<file path="config.mk">
export PLATFORM = sky130hd
export DESIGN_NAME = output_fault_isolation_sequencer
export DESIGN_NICKNAME = d
export VERILOG_FILES = /design/src/rtl/ofis_pkg.sv /design/src/rtl/ofis_core.sv /design/src/rtl/output_fault_isolation_sequencer.sv
export VERILOG_INCLUDE_DIRS = /design/src /design/src/rtl
export SDC_FILE = /design/constraint.sdc
export NUM_CORES = 1
export LEC_CHECK = 0
export BUFFER_PORTS_ARGS = -buffer_cell sky130_fd_sc_hd__buf_2
export CAP_MARGIN = 25
export CORE_ASPECT_RATIO = 1.2
export CORE_MARGIN = 2
export CORE_UTILIZATION = 23
export DETAILED_ROUTE_END_ITERATION = 7
export PLACE_DENSITY = 0.43
export SKIP_LAST_GASP = 1
export SLEW_MARGIN = 15
export SYNTH_ARGS = -nofsm -noshare
export SYNTH_HDL_FRONTEND = slang
export SYNTH_SLANG_ARGS = --single-unit
</file>
<file path="constraint.sdc">
create_clock -name clk -period 5.8 [get_ports clk]
set_input_delay 0.29 -clock clk [delete_from_list [all_inputs] [get_ports clk]]
set_output_delay 0.29 -clock clk [all_outputs]
set_load 0.02 [all_outputs]
</file>
<file path="src/rtl/output_fault_isolation_sequencer_defines.svh">
// Assertion macros shared by the output fault isolation sequencer RTL.
// Expects a clock named clk and a synchronous active-high reset named rst in scope.
`ifndef OUTPUT_FAULT_ISOLATION_SEQUENCER_DEFINES_SVH
`define OUTPUT_FAULT_ISOLATION_SEQUENCER_DEFINES_SVH

// check outside reset
`define OFIS_ASSERT(lbl, prop, msg) \
  lbl: assert property (@(posedge clk) disable iff (rst) (prop)) else $error(msg);

// check on every edge, reset included
`define OFIS_ASSERT_ALWAYS(lbl, prop, msg) \
  lbl: assert property (@(posedge clk) (prop)) else $error(msg);

`endif

</file>
<file path="src/rtl/ofis_pkg.sv">
// Package for the output fault isolation sequencer: widths, codes and item/result types.
// No dependencies.
package ofis_pkg;

  localparam int NUM_CHANNELS_DEF = 8;
  localparam int ADDR_W           = 3;
  localparam int DATA_W           = 32;
  localparam int IN_W             = 8;
  localparam int OUT_W            = 32;
  localparam int DELAY_W          = 13;
  localparam int RETRY_W          = 4;
  localparam int WAIT_W           = 16;
  localparam int LONG_W           = DELAY_W + 4;
  localparam int LONG_FACTOR      = 10;

  localparam logic [DELAY_W-1:0] DELAY_RESET = DELAY_W'(100);
  localparam logic [RETRY_W-1:0] RETRY_RESET = RETRY_W'(5);
  localparam logic [WAIT_W-1:0]  WAIT_MAX    = '1;

  typedef enum logic {
    REG_DELAY = 1'b0,
    REG_RETRY = 1'b1
  } reg_idx_t;

  typedef enum logic [2:0] {
    MAIN_PULSE_HI = 3'd0,
    MAIN_PULSE_LO = 3'd1,
    MAIN_CHECK    = 3'd2,
    MAIN_WRITE    = 3'd3,
    MAIN_SEARCH   = 3'd4,
    MAIN_LOCKED   = 3'd5
  } main_phase_t;

  typedef enum logic [1:0] {
    SRCH_PULSE_HI = 2'd0,
    SRCH_PULSE_LO = 2'd1,
    SRCH_CHECK    = 2'd2,
    SRCH_TEST     = 2'd3
  } search_phase_t;

  typedef enum logic [1:0] {
    ORG_PULSE_HI = 2'd0,
    ORG_PULSE_LO = 2'd1,
    ORG_CHECK    = 2'd2,
    ORG_WRITE    = 2'd3
  } origin_t;

  typedef struct packed {
    logic switch_down;
    logic switch_up;
    logic fault_line;
  } item_t;

  typedef struct packed {
    main_phase_t seq_state;
    logic        searching;
    logic        lockout;
    logic [7:0]  error_mask;
    logic [7:0]  drive_err_mask;
    logic [7:0]  drive_mask;
    logic        restart_level;
  } res_t;

endpackage

</file>
<file path="src/rtl/ofis_core.sv">
// Sequencer state and per-tick step logic of the output fault isolation sequencer.
// Depends on ofis_pkg and output_fault_isolation_sequencer_defines.svh.
`include "output_fault_isolation_sequencer_defines.svh"

module ofis_core #(
  parameter int NUM_CHANNELS = ofis_pkg::NUM_CHANNELS_DEF
) (
  input  logic                          clk,
  input  logic                          rst,
  input  logic                          advance,
  input  ofis_pkg::item_t               item,
  input  logic [ofis_pkg::DELAY_W-1:0]  delay_ticks,
  input  logic [ofis_pkg::RETRY_W-1:0]  retry_limit,
  output ofis_pkg::res_t                result
);
  import ofis_pkg::*;

  localparam int CW = (NUM_CHANNELS > 1) ? $clog2(NUM_CHANNELS) : 1;
  localparam int MW = (NUM_CHANNELS > 8) ? NUM_CHANNELS : 8;
  localparam logic [CW-1:0]           LAST_CH = CW'(NUM_CHANNELS - 1);
  localparam logic [NUM_CHANNELS-1:0] CH_ALL  = '1;

  logic [WAIT_W-1:0]       wait_count, wait_next;
  main_phase_t             main_phase, main_phase_next;
  origin_t                 main_origin, main_origin_next;
  logic [RETRY_W-1:0]      main_retries, main_retries_next;
  search_phase_t           search_phase, search_phase_next;
  origin_t                 search_origin, search_origin_next;
  logic [RETRY_W-1:0]      search_retries, search_retries_next;
  logic [CW-1:0]           channel_index, channel_index_next;
  logic                    lockout_flag, lockout_flag_next;
  logic                    search_flag, search_flag_next;
  logic                    restart_out, restart_out_next;
  logic [NUM_CHANNELS-1:0] command_mask, command_mask_next;
  logic [NUM_CHANNELS-1:0] fault_marks, fault_marks_next;
  logic [NUM_CHANNELS-1:0] latched_drive, latched_drive_next;
  logic [NUM_CHANNELS-1:0] latched_err, latched_err_next;

  logic [NUM_CHANNELS-1:0] ch_bit;
  logic [WAIT_W-1:0]       delay_wait;
  logic [LONG_W-1:0]       long_prod;
  logic [WAIT_W-1:0]       long_wait;
  logic                    tripped;

  function automatic logic [7:0] to_byte(input logic [NUM_CHANNELS-1:0] m);
    logic [MW-1:0] w;
    w = MW'(m);
    return w[7:0];
  endfunction

  assign tripped    = ~item.fault_line;
  assign ch_bit     = NUM_CHANNELS'(1) << channel_index;
  assign delay_wait = WAIT_W'(delay_ticks);
  assign long_prod  = LONG_W'(delay_ticks) * LONG_W'(LONG_FACTOR);
  assign long_wait  = (long_prod > LONG_W'(WAIT_MAX)) ? WAIT_MAX : long_prod[WAIT_W-1:0];

  always_comb begin
    wait_next           = wait_count;
    main_phase_next     = main_phase;
    main_origin_next    = main_origin;
    main_retries_next   = main_retries;
    search_phase_next   = search_phase;
    search_origin_next  = search_origin;
    search_retries_next = search_retries;
    channel_index_next  = channel_index;
    lockout_flag_next   = lockout_flag;
    search_flag_next    = search_flag;
    restart_out_next    = restart_out;
    command_mask_next   = command_mask;
    fault_marks_next    = fault_marks;
    latched_drive_next  = latched_drive;
    latched_err_next    = latched_err;

    if (wait_next != '0) begin
      wait_next = wait_next - WAIT_W'(1);
    end

    if (wait_next == '0) begin
      case (main_phase)
        MAIN_PULSE_HI: begin
          restart_out_next = 1'b1;
          main_phase_next  = MAIN_PULSE_LO;
          main_origin_next = ORG_PULSE_HI;
          wait_next        = delay_wait;
        end
        MAIN_PULSE_LO: begin
          restart_out_next = 1'b0;
          wait_next        = delay_wait;
          main_phase_next  = MAIN_CHECK;
          main_origin_next = ORG_PULSE_LO;
        end
        MAIN_CHECK: begin
          if (tripped && main_origin == ORG_PULSE_LO) begin
            main_phase_next   = MAIN_PULSE_HI;
            main_retries_next = main_retries + RETRY_W'(1);
            if (main_retries_next >= retry_limit) begin
              main_retries_next = '0;
              lockout_flag_next = 1'b1;
              main_phase_next   = MAIN_LOCKED;
            end
            wait_next = delay_wait;
          end else if (tripped && main_origin == ORG_WRITE) begin
            search_flag_next    = 1'b1;
            main_phase_next     = MAIN_SEARCH;
            search_phase_next   = SRCH_PULSE_HI;
            channel_index_next  = '0;
            search_retries_next = '0;
            latched_drive_next  = '0;
            latched_err_next    = fault_marks;
            wait_next           = delay_wait;
          end else begin
            main_phase_next = MAIN_WRITE;
          end
        end
        MAIN_WRITE: begin
          latched_drive_next = command_mask;
          latched_err_next   = fault_marks;
          main_phase_next    = MAIN_CHECK;
          main_origin_next   = ORG_WRITE;
        end
        MAIN_SEARCH: begin
          case (search_phase)
            SRCH_PULSE_HI: begin
              restart_out_next   = 1'b1;
              search_phase_next  = SRCH_PULSE_LO;
              search_origin_next = ORG_PULSE_HI;
              wait_next          = delay_wait;
            end
            SRCH_PULSE_LO: begin
              restart_out_next   = 1'b0;
              wait_next          = delay_wait;
              search_phase_next  = SRCH_CHECK;
              search_origin_next = ORG_PULSE_LO;
            end
            SRCH_CHECK: begin
              if (tripped && search_origin == ORG_PULSE_LO) begin
                search_phase_next   = SRCH_PULSE_HI;
                search_retries_next = search_retries + RETRY_W'(1);
                wait_next           = delay_wait;
                if (search_retries_next >= retry_limit) begin
                  search_retries_next = '0;
                  lockout_flag_next   = 1'b1;
                  main_phase_next     = MAIN_LOCKED;
                end
              end else if (tripped && search_origin == ORG_WRITE) begin
                fault_marks_next   = fault_marks | ch_bit;
                command_mask_next  = command_mask & ~ch_bit;
                latched_drive_next = '0;
                latched_err_next   = fault_marks_next;
                wait_next          = delay_wait;
                search_phase_next  = SRCH_PULSE_HI;
              end else begin
                search_phase_next = SRCH_TEST;
              end
              if (search_origin == ORG_WRITE) begin
                if (channel_index >= LAST_CH) begin
                  search_phase_next = SRCH_PULSE_HI;
                  main_retries_next = '0;
                  main_phase_next   = MAIN_PULSE_HI;
                  wait_next         = delay_wait;
                end else begin
                  channel_index_next = channel_index + CW'(1);
                end
              end
              search_origin_next = ORG_CHECK;
            end
            SRCH_TEST: begin
              latched_drive_next = command_mask & ch_bit;
              latched_err_next   = fault_marks;
              search_phase_next  = SRCH_CHECK;
              search_origin_next = ORG_WRITE;
              wait_next          = long_wait;
            end
            default: begin
            end
          endcase
        end
        MAIN_LOCKED: begin
          latched_drive_next = '0;
          latched_err_next   = fault_marks;
          fault_marks_next   = CH_ALL;
          if (!lockout_flag) begin
            main_phase_next   = MAIN_PULSE_HI;
            search_phase_next = SRCH_PULSE_HI;
            main_retries_next = '0;
          end
        end
        default: begin
        end
      endcase
    end

    // switch: up wins over down
    if (item.switch_up) begin
      command_mask_next = CH_ALL;
    end else if (item.switch_down) begin
      fault_marks_next  = '0;
      lockout_flag_next = 1'b0;
    end else begin
      command_mask_next = '0;
    end

    result.restart_level  = restart_out_next;
    result.drive_mask     = to_byte(latched_drive_next);
    result.drive_err_mask = to_byte(latched_err_next);
    result.error_mask     = to_byte(fault_marks_next);
    result.lockout        = lockout_flag_next;
    result.searching      = search_flag_next;
    result.seq_state      = main_phase_next;
  end

  always_ff @(posedge clk) begin
    if (rst) begin
      wait_count     <= '0;
      main_phase     <= MAIN_PULSE_HI;
      main_origin    <= ORG_PULSE_HI;
      main_retries   <= '0;
      search_phase   <= SRCH_PULSE_HI;
      search_origin  <= ORG_PULSE_HI;
      search_retries <= '0;
      channel_index  <= '0;
      lockout_flag   <= 1'b0;
      search_flag    <= 1'b0;
      restart_out    <= 1'b0;
      command_mask   <= '0;
      fault_marks    <= '0;
      latched_drive  <= '0;
      latched_err    <= '0;
    end else if (advance) begin
      wait_count     <= wait_next;
      main_phase     <= main_phase_next;
      main_origin    <= main_origin_next;
      main_retries   <= main_retries_next;
      search_phase   <= search_phase_next;
      search_origin  <= search_origin_next;
      search_retries <= search_retries_next;
      channel_index  <= channel_index_next;
      lockout_flag   <= lockout_flag_next;
      search_flag    <= search_flag_next;
      restart_out    <= restart_out_next;
      command_mask   <= command_mask_next;
      fault_marks    <= fault_marks_next;
      latched_drive  <= latched_drive_next;
      latched_err    <= latched_err_next;
    end
  end

  `OFIS_ASSERT_ALWAYS(a_lockout_in_locked, lockout_flag |-> main_phase == MAIN_LOCKED, "lockout outside locked phase")
  `OFIS_ASSERT(a_search_flagged, main_phase == MAIN_SEARCH |-> search_flag, "search phase without search flag")
  `OFIS_ASSERT(a_restart_rise, $rose(restart_out) |-> main_phase == MAIN_PULSE_LO || (main_phase == MAIN_SEARCH && search_phase == SRCH_PULSE_LO), "restart rose outside a pulse")
  `OFIS_ASSERT(a_hold_idle, !advance |=> $stable(main_phase) && $stable(wait_count), "state moved without a transfer")

endmodule

</file>
<file path="src/rtl/output_fault_isolation_sequencer.sv">
// Top level of the output fault isolation sequencer: stream ports, APB registers, result register.
// Depends on ofis_pkg and ofis_core.
//
//   port group   dir   fields
//   s_*          in    tick: fault_line, switch_up, switch_down
//   m_*          out   status: restart_level .. seq_state, one per tick
//   APB          in    delay_ticks @0x0, retry_limit @0x4
//
// One tick per cycle while m drains; an accepted tick lands in the input register, the step logic
// runs combinationally on it and its status lands in the output register when the tick advances.
// From an s transfer the tick passes the input register, then the output register, to m_tvalid.
// rst clears the sequence state and loads delay_ticks 100 and retry_limit 5.
// A stalled m side holds its status and the input register, then s_tready drops.
module output_fault_isolation_sequencer #(
  parameter int NUM_CHANNELS = ofis_pkg::NUM_CHANNELS_DEF
) (
  input  logic                         clk,
  input  logic                         rst,
  input  logic                         s_tvalid,
  output logic                         s_tready,
  input  logic [ofis_pkg::IN_W-1:0]    s_tdata,   // [0] fault_line, [1] switch_up, [2] switch_down
  output logic                         m_tvalid,
  input  logic                         m_tready,
  output logic [ofis_pkg::OUT_W-1:0]   m_tdata,   // [0] restart_level, [8:1] drive_mask,
                                                  // [16:9] drive_err_mask, [24:17] error_mask,
                                                  // [25] lockout, [26] searching, [29:27] seq_state
  input  logic                         psel,
  input  logic                         penable,
  input  logic                         pwrite,
  input  logic [ofis_pkg::ADDR_W-1:0]  paddr,
  input  logic [ofis_pkg::DATA_W-1:0]  pwdata,
  output logic [ofis_pkg::DATA_W-1:0]  prdata,
  output logic                         pready
);
  import ofis_pkg::*;

  logic [DELAY_W-1:0] delay_ticks;
  logic [RETRY_W-1:0] retry_limit;
  logic               in_valid;
  item_t              in_item;
  logic               out_valid;
  res_t               out_res;
  res_t               result;
  logic               advance;
  logic               cfg_write;

  assign pready    = 1'b1;
  assign cfg_write = psel && penable && pwrite;
  assign prdata    = (paddr[2] == REG_RETRY) ? DATA_W'(retry_limit) : DATA_W'(delay_ticks);

  always_ff @(posedge clk) begin
    if (rst) begin
      delay_ticks <= DELAY_RESET;
      retry_limit <= RETRY_RESET;
    end else if (cfg_write) begin
      if (paddr[2] == REG_RETRY) begin
        retry_limit <= pwdata[RETRY_W-1:0];
      end else begin
        delay_ticks <= pwdata[DELAY_W-1:0];
      end
    end
  end

  assign advance  = in_valid && (!out_valid || m_tready);
  assign s_tready = !in_valid || advance;
  assign m_tvalid = out_valid;
  assign m_tdata  = OUT_W'(out_res);

  always_ff @(posedge clk) begin
    if (rst) begin
      in_valid  <= 1'b0;
      out_valid <= 1'b0;
    end else begin
      if (s_tready) begin
        in_valid <= s_tvalid;
      end
      if (advance) begin
        out_valid <= 1'b1;
      end else if (m_tready) begin
        out_valid <= 1'b0;
      end
    end
  end

  always_ff @(posedge clk) begin
    if (s_tvalid && s_tready) begin
      in_item <= s_tdata[$bits(item_t)-1:0];
    end
    if (advance) begin
      out_res <= result;
    end
  end

  ofis_core #(
    .NUM_CHANNELS(NUM_CHANNELS)
  ) u_core (
    .clk         (clk),
    .rst         (rst),
    .advance     (advance),
    .item        (in_item),
    .delay_ticks (delay_ticks),
    .retry_limit (retry_limit),
    .result      (result)
  );

endmodule
</file>
==> reports/qor.yml, run 1 <==
clock_tree:
  htree_levels: 4
  post-cts-setup-buffers: 0
  hold_buffers: 0
  cts_buffer_depth: 2
  clkSinkCount: 123
  cts_tree: "done"
  cts_buffers: 17
  clock_latency_ns: 0.44
  root_buffer: "clkbuf_16"
  postCtsResizedCells: 0
  path_clk_slew_ns: 0.06
timing:
  setup_tns_ns: 0
  fmax_mhz: 233
  hold_viol: 0
  period_minus_slack_ns: 4.30
  worstMarginPinSlew_ns: 1.00
  final-setup-viol-count: 0
  rsz0062_at_grt: "false"
  slew_headroom_pct: 32.8
  finalMaxSlewViolations: 0
  period_share_pct: 74.1
  finClkSkew_ns: 0.0150
  fin_ws_ns: 1.50
power:
  vdd_drop_max_mv: 0.192
  p_total_mw: 2.55
  power.leakage_nw: 3.51
  powerDensity_mw_per_mm2: 269
worst_setup_path:
  crit_path_top_delay_cell: "nand4_1"
  cp.required_ns: 6.07
  path_depth: 10
  cp-start-kind: "register"
  worstPathCellList: "inv_1 > ha_1 > nor3b_2 > nand4_1 > a21oi_1 > o311ai_0 > nor4_4 > buf_4 > nand3_1 > o21ai_0"
  cpPeakStageDelay_ns: 0.54
  critPathTopFamily: "simple AND/OR/NAND/NOR gates"
  worstRegToRegCells: 10
  critPathMaxFanout: 39
  cp_num_buf_inv: 2
  critPathArrivalTime_ns: 4.56
  setup.worst_path.end_class: "register"
  critical_path_class: "reg -> reg"
die:
  ioPinCount: 117
  initial_utilization_pct: 23.2
  die_area_mm2: 0.0375
  coreArea_mm2: 0.0357
  dieWidth_um: 177
  num_rows: 76
  chipHeight_um: 212
yosys:
  synthCells: 997
  ys_ff_latch: 123
  yosys.cell_types.count: 84
  synth-async-reset-ratio_pct: 0
  synth_area_per_cell_um2: 8.30
  syn_area_mm2: 0.00827
  synth-edff-count: 33
  synth_seq_area_share_pct: 33.8
  synth-main-ff-cell: "dfxtp_1"
  ys_warn_count: 0
grt:
  antenna_found_initial: 0
  grt_pass1_wl_um: 43000
  track_usage_pct: 14.8
  grt_max_degree: 46
  grt_pass1_vias: 7499
  overflow: 0
detailed_routing:
  firstDrtPassIters: 5
  drtIter0Drc: 555
  wire_per_inst_um: 18.2
  drt_wl_total_um: 27500
  avgViaCountPerCell: 5.18
  antenna_left: 0
  drt_drc_violations_left: 0
  dr_total_vias: 7802
finish:
  fin_cells: 1507
  area_delta_synth_final_pct: 14.4
  drive_gt1_share_pct: 13.5
  antennaDiodeCount: 0
  fin_util_pct: 26.5
  final_nets: 1117
placement:
  dp_slack_ns: 1.58
  place_congestion: 0.845
  io_buffers: 68
  dp.cells: 1475
  dp_hpwl_um: 20100
outcome:
  status: "completed"
hold_path:
  hold_depth: 1
  hold_class: "in -> reg"
job:
  cap_violations: 0
[path summary, 6_finish.rpt]
check | from | slack [ns] | endpoint
setup / recovery | u_core.wait_count[0] | 1.50 | m_tdata[21]
hold / removal | s_tdata[0] | 0.03 | in_item[0]
setup reg to reg | u_core.wait_count[0] | 1.50 | m_tdata[21]
hold reg to reg | u_core.latched_drive[7] | 0.46 | u_core.latched_drive[7]
[state kept, by name, indices dropped and copies added, names as in the netlist, 4 cells and up]
name and cells:
u_core.command_mask 8, m_tdata 30, delay_ticks 13, u_core.latched_err 8, u_core.main_retries 4, u_core.wait_count 16, u_core.latched_drive 8, u_core.search_retries 4
retry_limit 4, u_core.fault_marks 8
[Yosys cell counts (5+ instances only)]
cell type | count | area share [%]
a211oi_1 | 15 | 1.4
a21o_1 | 10 | 0.91
a21oi_1 | 81 | 4.9
a221oi_1 | 7 | 0.74
a22o_1 | 7 | 0.74
a31oi_1 | 27 | 2.0
and2_1 | 8 | 0.61
buf_2 | 7 | 0.42
buf_4 | 26 | 2.4
buf_6 | 10 | 1.4
clkbuf_1 | 39 | 1.8
dfxtp_1 | 90 | 22
edfxtp_1 | 33 | 12
ha_1 | 40 | 6.1
inv_1 | 27 | 1.2
mux2_2 | 6 | 0.82
mux2i_1 | 9 | 1.1
nand2_1 | 111 | 5.0
nand2b_1 | 14 | 1.1
nand3_1 | 36 | 2.2
nand4_1 | 15 | 1.1
nor2_1 | 58 | 2.6
nor2b_1 | 19 | 1.4
nor3_1 | 32 | 1.9
nor4_1 | 12 | 0.91
o2111ai_1 | 7 | 0.74
o211ai_1 | 8 | 0.73
o21ai_0 | 87 | 5.3
o22ai_1 | 5 | 0.38
o2bb2ai_1 | 12 | 1.3
o31ai_1 | 15 | 1.4
xnor2_1 | 6 | 0.64
xor2_1 | 11 | 1.2
[stage by stage]
step           instance area (um2)  hold WS [ns]
2_1_floorplan                 8350         0.389
3_3_place_gp                  8820         0.449
5_1_grt                       9460       0.00840
3_5_place_dp                  8820         0.454
4_1_cts                       9460       0.00683
6_report                      9460        0.0256
[kinds of logic (layout without fill, tap and decap cells)]
group                      count (synthesis)  count (layout)  share of synthesized area (%)
muxes                                     15              15                           1.91
other                                      2              22                         0.0908
buffers and inverters                    115             137                           7.67
AOI/OAI and AO/OA                        340             340                           27.3
adders and majority gates                 41              41                           6.29
and+or+nand+nor                          344             344                           21.2
xor gates and xnor gates                  17              17                           1.80
DFF                                      123             123                           33.8
[worst register-to-register path, stage by stage (launching register included)]
cell and delay [ns]:
dfxtp_1 0.41, inv_1 0.17, ha_1 0.17, nor3b_2 0.38, nand4_1 0.54, a21oi_1 0.54
o311ai_0 0.36, nor4_4 0.41, buf_4 0.46, nand3_1 0.40, o21ai_0 0.29
[layout make-up]
type                    instances  area, um2
multi-input cells             779       4930
inverters                      27        101
fillers                      3868      26200
flip-flops and latches        123       2790
well taps                     468        586
clock buffers                  18        429
clock inverters                14        209
repair buffers                 78        415
[layout by cell type (no fill, tap or decap), types with 17 or more instances in the layout]
| cell type | synthesis | final |
|---|---|---|
| clkbuf_16 | 0 | 17 |
| ha_1 | 40 | 40 |
| dfxtp_1 | 90 | 90 |
| nor2_1 | 58 | 57 |
| nand2_1 | 111 | 111 |
| a31oi_1 | 27 | 27 |
| nand3_1 | 36 | 36 |
| buf_2 | 7 | 68 |
| nor2b_1 | 19 | 19 |
| conb_1 | 2 | 22 |
| a21oi_1 | 81 | 81 |
| o21ai_0 | 87 | 87 |
| inv_1 | 27 | 26 |
| nor3_1 | 32 | 32 |
| edfxtp_1 | 33 | 33 |
[power by group]
part           leakage, nW  internal [mW]  total (mW)  switching [mW]
sequential            1.05          0.907       0.946          0.0391
clock                0.308          0.731        1.19           0.460
combinational         2.15          0.134       0.411           0.276
[routing by layer]
layer | vias to the layer above | wire length, um | track usage, %
li1 | 3762 | - | -
met1 | 3779 | 11800 | 18.2
met2 | 214 | 13900 | 25.6
met3 | 47 | 1040 | 2.53
met4 | 0 | 777 | 5.81
met5 | - | 0 | 0
No activity file was read; power rests on OpenSTA's default activity.
==> run 2, diff against run 1 <==
==> constraint.sdc (replaced) <==
create_clock -name clk -period 4.35 [get_ports clk]
set_input_delay 0.2175 -clock clk [delete_from_list [all_inputs] [get_ports clk]]
set_output_delay 0.2175 -clock clk [all_outputs]
set_load 0.02 [all_outputs]
==> run 2 against run 1 <==
Hold slack got worse by 0.0049 ns. Total power increased by 32%. Flip-flop and latch count unchanged. Fmax grew 12%. Routed wire length rose by 0.83%. Design area grew 1.5%. Highest routed layer unchanged. Clock skew grew 0.0055 ns.
==> reports/qor.yml, run 2 (synthesized netlist as in run 1, its figures left out) <==
outcome:
  status: "completed"
hold_path:
  hold_depth: 3  # +2
  hold_class: "in -> reg"
finish:
  fin_cells: 1526  # +1.3%
  final_nets: 1136  # +1.7%
  largest_reg_flops: 30  # unchanged
  num-fill-cells: 3875  # +0.18%
  mostFrequentLayoutCells: "nand2_1 (111), dfxtp_1 (90), o21ai_0 (87), a21oi_1 (81), buf_2 (68)"
  drive_gt1_share_pct: 14.6  # +1.1 points
  area_delta_synth_final_pct: 16.1
  fin_util_pct: 26.9  # +0.41 points
  antennaDiodeCount: 0  # unchanged
  layout_commonest_cell: "nand2_1"
detailed_routing:
  dr_total_vias: 7812  # +0.13%
  antenna_left: 0  # unchanged
  wire_per_inst_um: 18.1  # -0.42%
  avgViaCountPerCell: 5.12  # -1.1%
  firstDrtPassIters: 5  # unchanged
  drt_wl_total_um: 27700  # +0.83%
  drt_drc_violations_left: 0  # unchanged
  drtIter0Drc: 536  # -3.4%
clock_tree:
  hold_buffers: 5  # +5
  cts_tree: "done"
  clock_latency_ns: 0.44  # about the same
  htree_levels: 4  # unchanged
  cts_buffers: 17  # unchanged
  clkSinkCount: 123  # unchanged
  postCtsResizedCells: 0  # unchanged
  post-cts-setup-buffers: 0  # unchanged
  cts_buffer_depth: 2  # unchanged
  root_buffer: "clkbuf_16"
  path_clk_slew_ns: 0.06  # about the same
worst_setup_path:
  critPathTopFamily: "simple AND/OR/NAND/NOR gates"
  crit_path_top_delay_cell: "or4_4"
  path_depth: 9  # -1
  critical_path_class: "reg -> reg"
  worstPathCellList: "inv_1 > ha_1 > or3b_1 > nor4_1 > mux2i_1 > o311ai_0 > or4_4 > nor4_4 > a31oi_1"
  cp-start-kind: "register"
  critPathMaxFanout: 20  # -49%
  cp_num_buf_inv: 1  # -1
  critPathArrivalTime_ns: 4.11  # -0.45 ns
  worstRegToRegCells: 9  # -1
  setup.worst_path.end_class: "register"
  cpPeakStageDelay_ns: 0.76  # +0.22 ns
  cp.required_ns: 4.63  # -1.44 ns
timing:
  worstMarginPinSlew_ns: 0.918  # -0.0858 ns
  slew_headroom_pct: 38.5  # +5.7 points
  rsz0062_at_grt: "false"
  fmax_mhz: 261  # +12%
  hold-worst-slack_ns: 0.0206  # -0.00492 ns
  hold_viol: 0  # unchanged
  final-setup-viol-count: 0  # unchanged
  finalMaxSlewViolations: 0  # unchanged
  setup_tns_ns: 0  # unchanged
  finClkSkew_ns: 0.0206  # +0.00552 ns
  period_minus_slack_ns: 3.83  # -0.464 ns
  period_share_pct: 88.1  # +14 points
grt:
  antenna_found_initial: 0  # unchanged
  grt_pass1_wl_um: 43300  # +0.80%
  grt_max_degree: 55  # +20%
  grt_pass1_vias: 7575  # +1.0%
  track_usage_pct: 14.9  # +0.049 points
  overflow: 0  # unchanged
power:
  powerDensity_mw_per_mm2: 350  # +30%
  switching_power_mw: 1.03  # +33%
  netSwitchingFraction_pct: 30.7  # +0.22 points
  power.leakage_nw: 3.59  # +2.2%
  vdd_drop_max_mv: 0.212  # +10%
  p_total_mw: 3.36  # +32%
  p_int_mw: 2.33  # +32%
  p_clk_share_pct: 45.2  # -1.5 points
  share_comb_of_total_power_pct: 17.3  # +1.2 points
  pwr-share-seq_pct: 37.5  # +0.4 points
placement:
  place_congestion: 0.826  # -2.2%
  dp.cells: 1489  # +0.95%
  dp_hpwl_um: 20100  # about the same
  io_buffers: 68  # unchanged
die:
  dieWidth_um: 177  # unchanged
  ioPinCount: 117  # unchanged
  num_rows: 76  # unchanged
  chipHeight_um: 212  # unchanged
  coreArea_mm2: 0.0357  # unchanged
  die_area_mm2: 0.0375  # unchanged
  initial_utilization_pct: 23.2  # unchanged
job:
  cap_violations: 0  # unchanged
## run 2: cell types whose count changed in the layout (fill, tap and decap cells not counted)
cell,before,now
buf_12,0,1
dlygate4sd3_1,0,5
bufinv_16,4,3
clkinvlp_4,1,2
buf_4,10,23
## run 2: layout make-up
cell class              instances  area, um2  area share [%]
multi-input cells             779       4930            51.3
flip-flops and latches        123       2790            29.1
well taps                     468        586            6.10
repair buffers                 97        583            6.07
clock buffers                  18        429            4.47
clock inverters                14        186            1.94
inverters                      27        101            1.05
## run 2: worst reg2reg max path: cells and delay by family, from the launching register on
kind	cells	cell delay, ns
adders and majority gates	1	0.18
DFF	1	0.41
buffers and inverters	1	0.17
AOI/OAI and AO/OA	2	0.50
muxes	1	0.37
and+or+nand+nor	4	2.06
## run 2: metrics by stage
step / setup WS (ns) / area [um2]
after detailed placement: 0.619 / 8940
after floorplan: 1.02 / 8350
final: 0.517 / 9610
after global routing: 0.186 / 9610
after global placement: 0.647 / 8940
after CTS: 0.578 / 9610
## run 2: worst paths after layout
check                                             start                 endpoint  slack (ns)
worst max-delay path               u_core.wait_count[0]   u_core.command_mask[5]        0.52
worst min-delay path                           s_tvalid                 in_valid        0.02
worst max register to register     u_core.wait_count[0]   u_core.command_mask[5]        0.52
worst min register to register  u_core.latched_drive[7]  u_core.latched_drive[7]        0.46
## run 2: power groups by stage
stage	clock [mW]	combinational (mW)	sequential (mW)
6_report	1.52	0.583	1.26
5_1_grt	1.60	0.641	1.27
4_1_cts	1.56	0.583	1.26
3_5_place_dp	0	0.576	1.29
3_3_place_gp	0	0.577	1.29
2_1_floorplan	0	0.453	1.27
## run 2: metal layers
metal	vias to the layer above	wire (um)	track usage, %
li1	3820	-	-
met1	3761	12100	18.4
met2	188	14000	26.0
met3	43	897	2.16
met4	0	781	5.67
met5	-	0	0
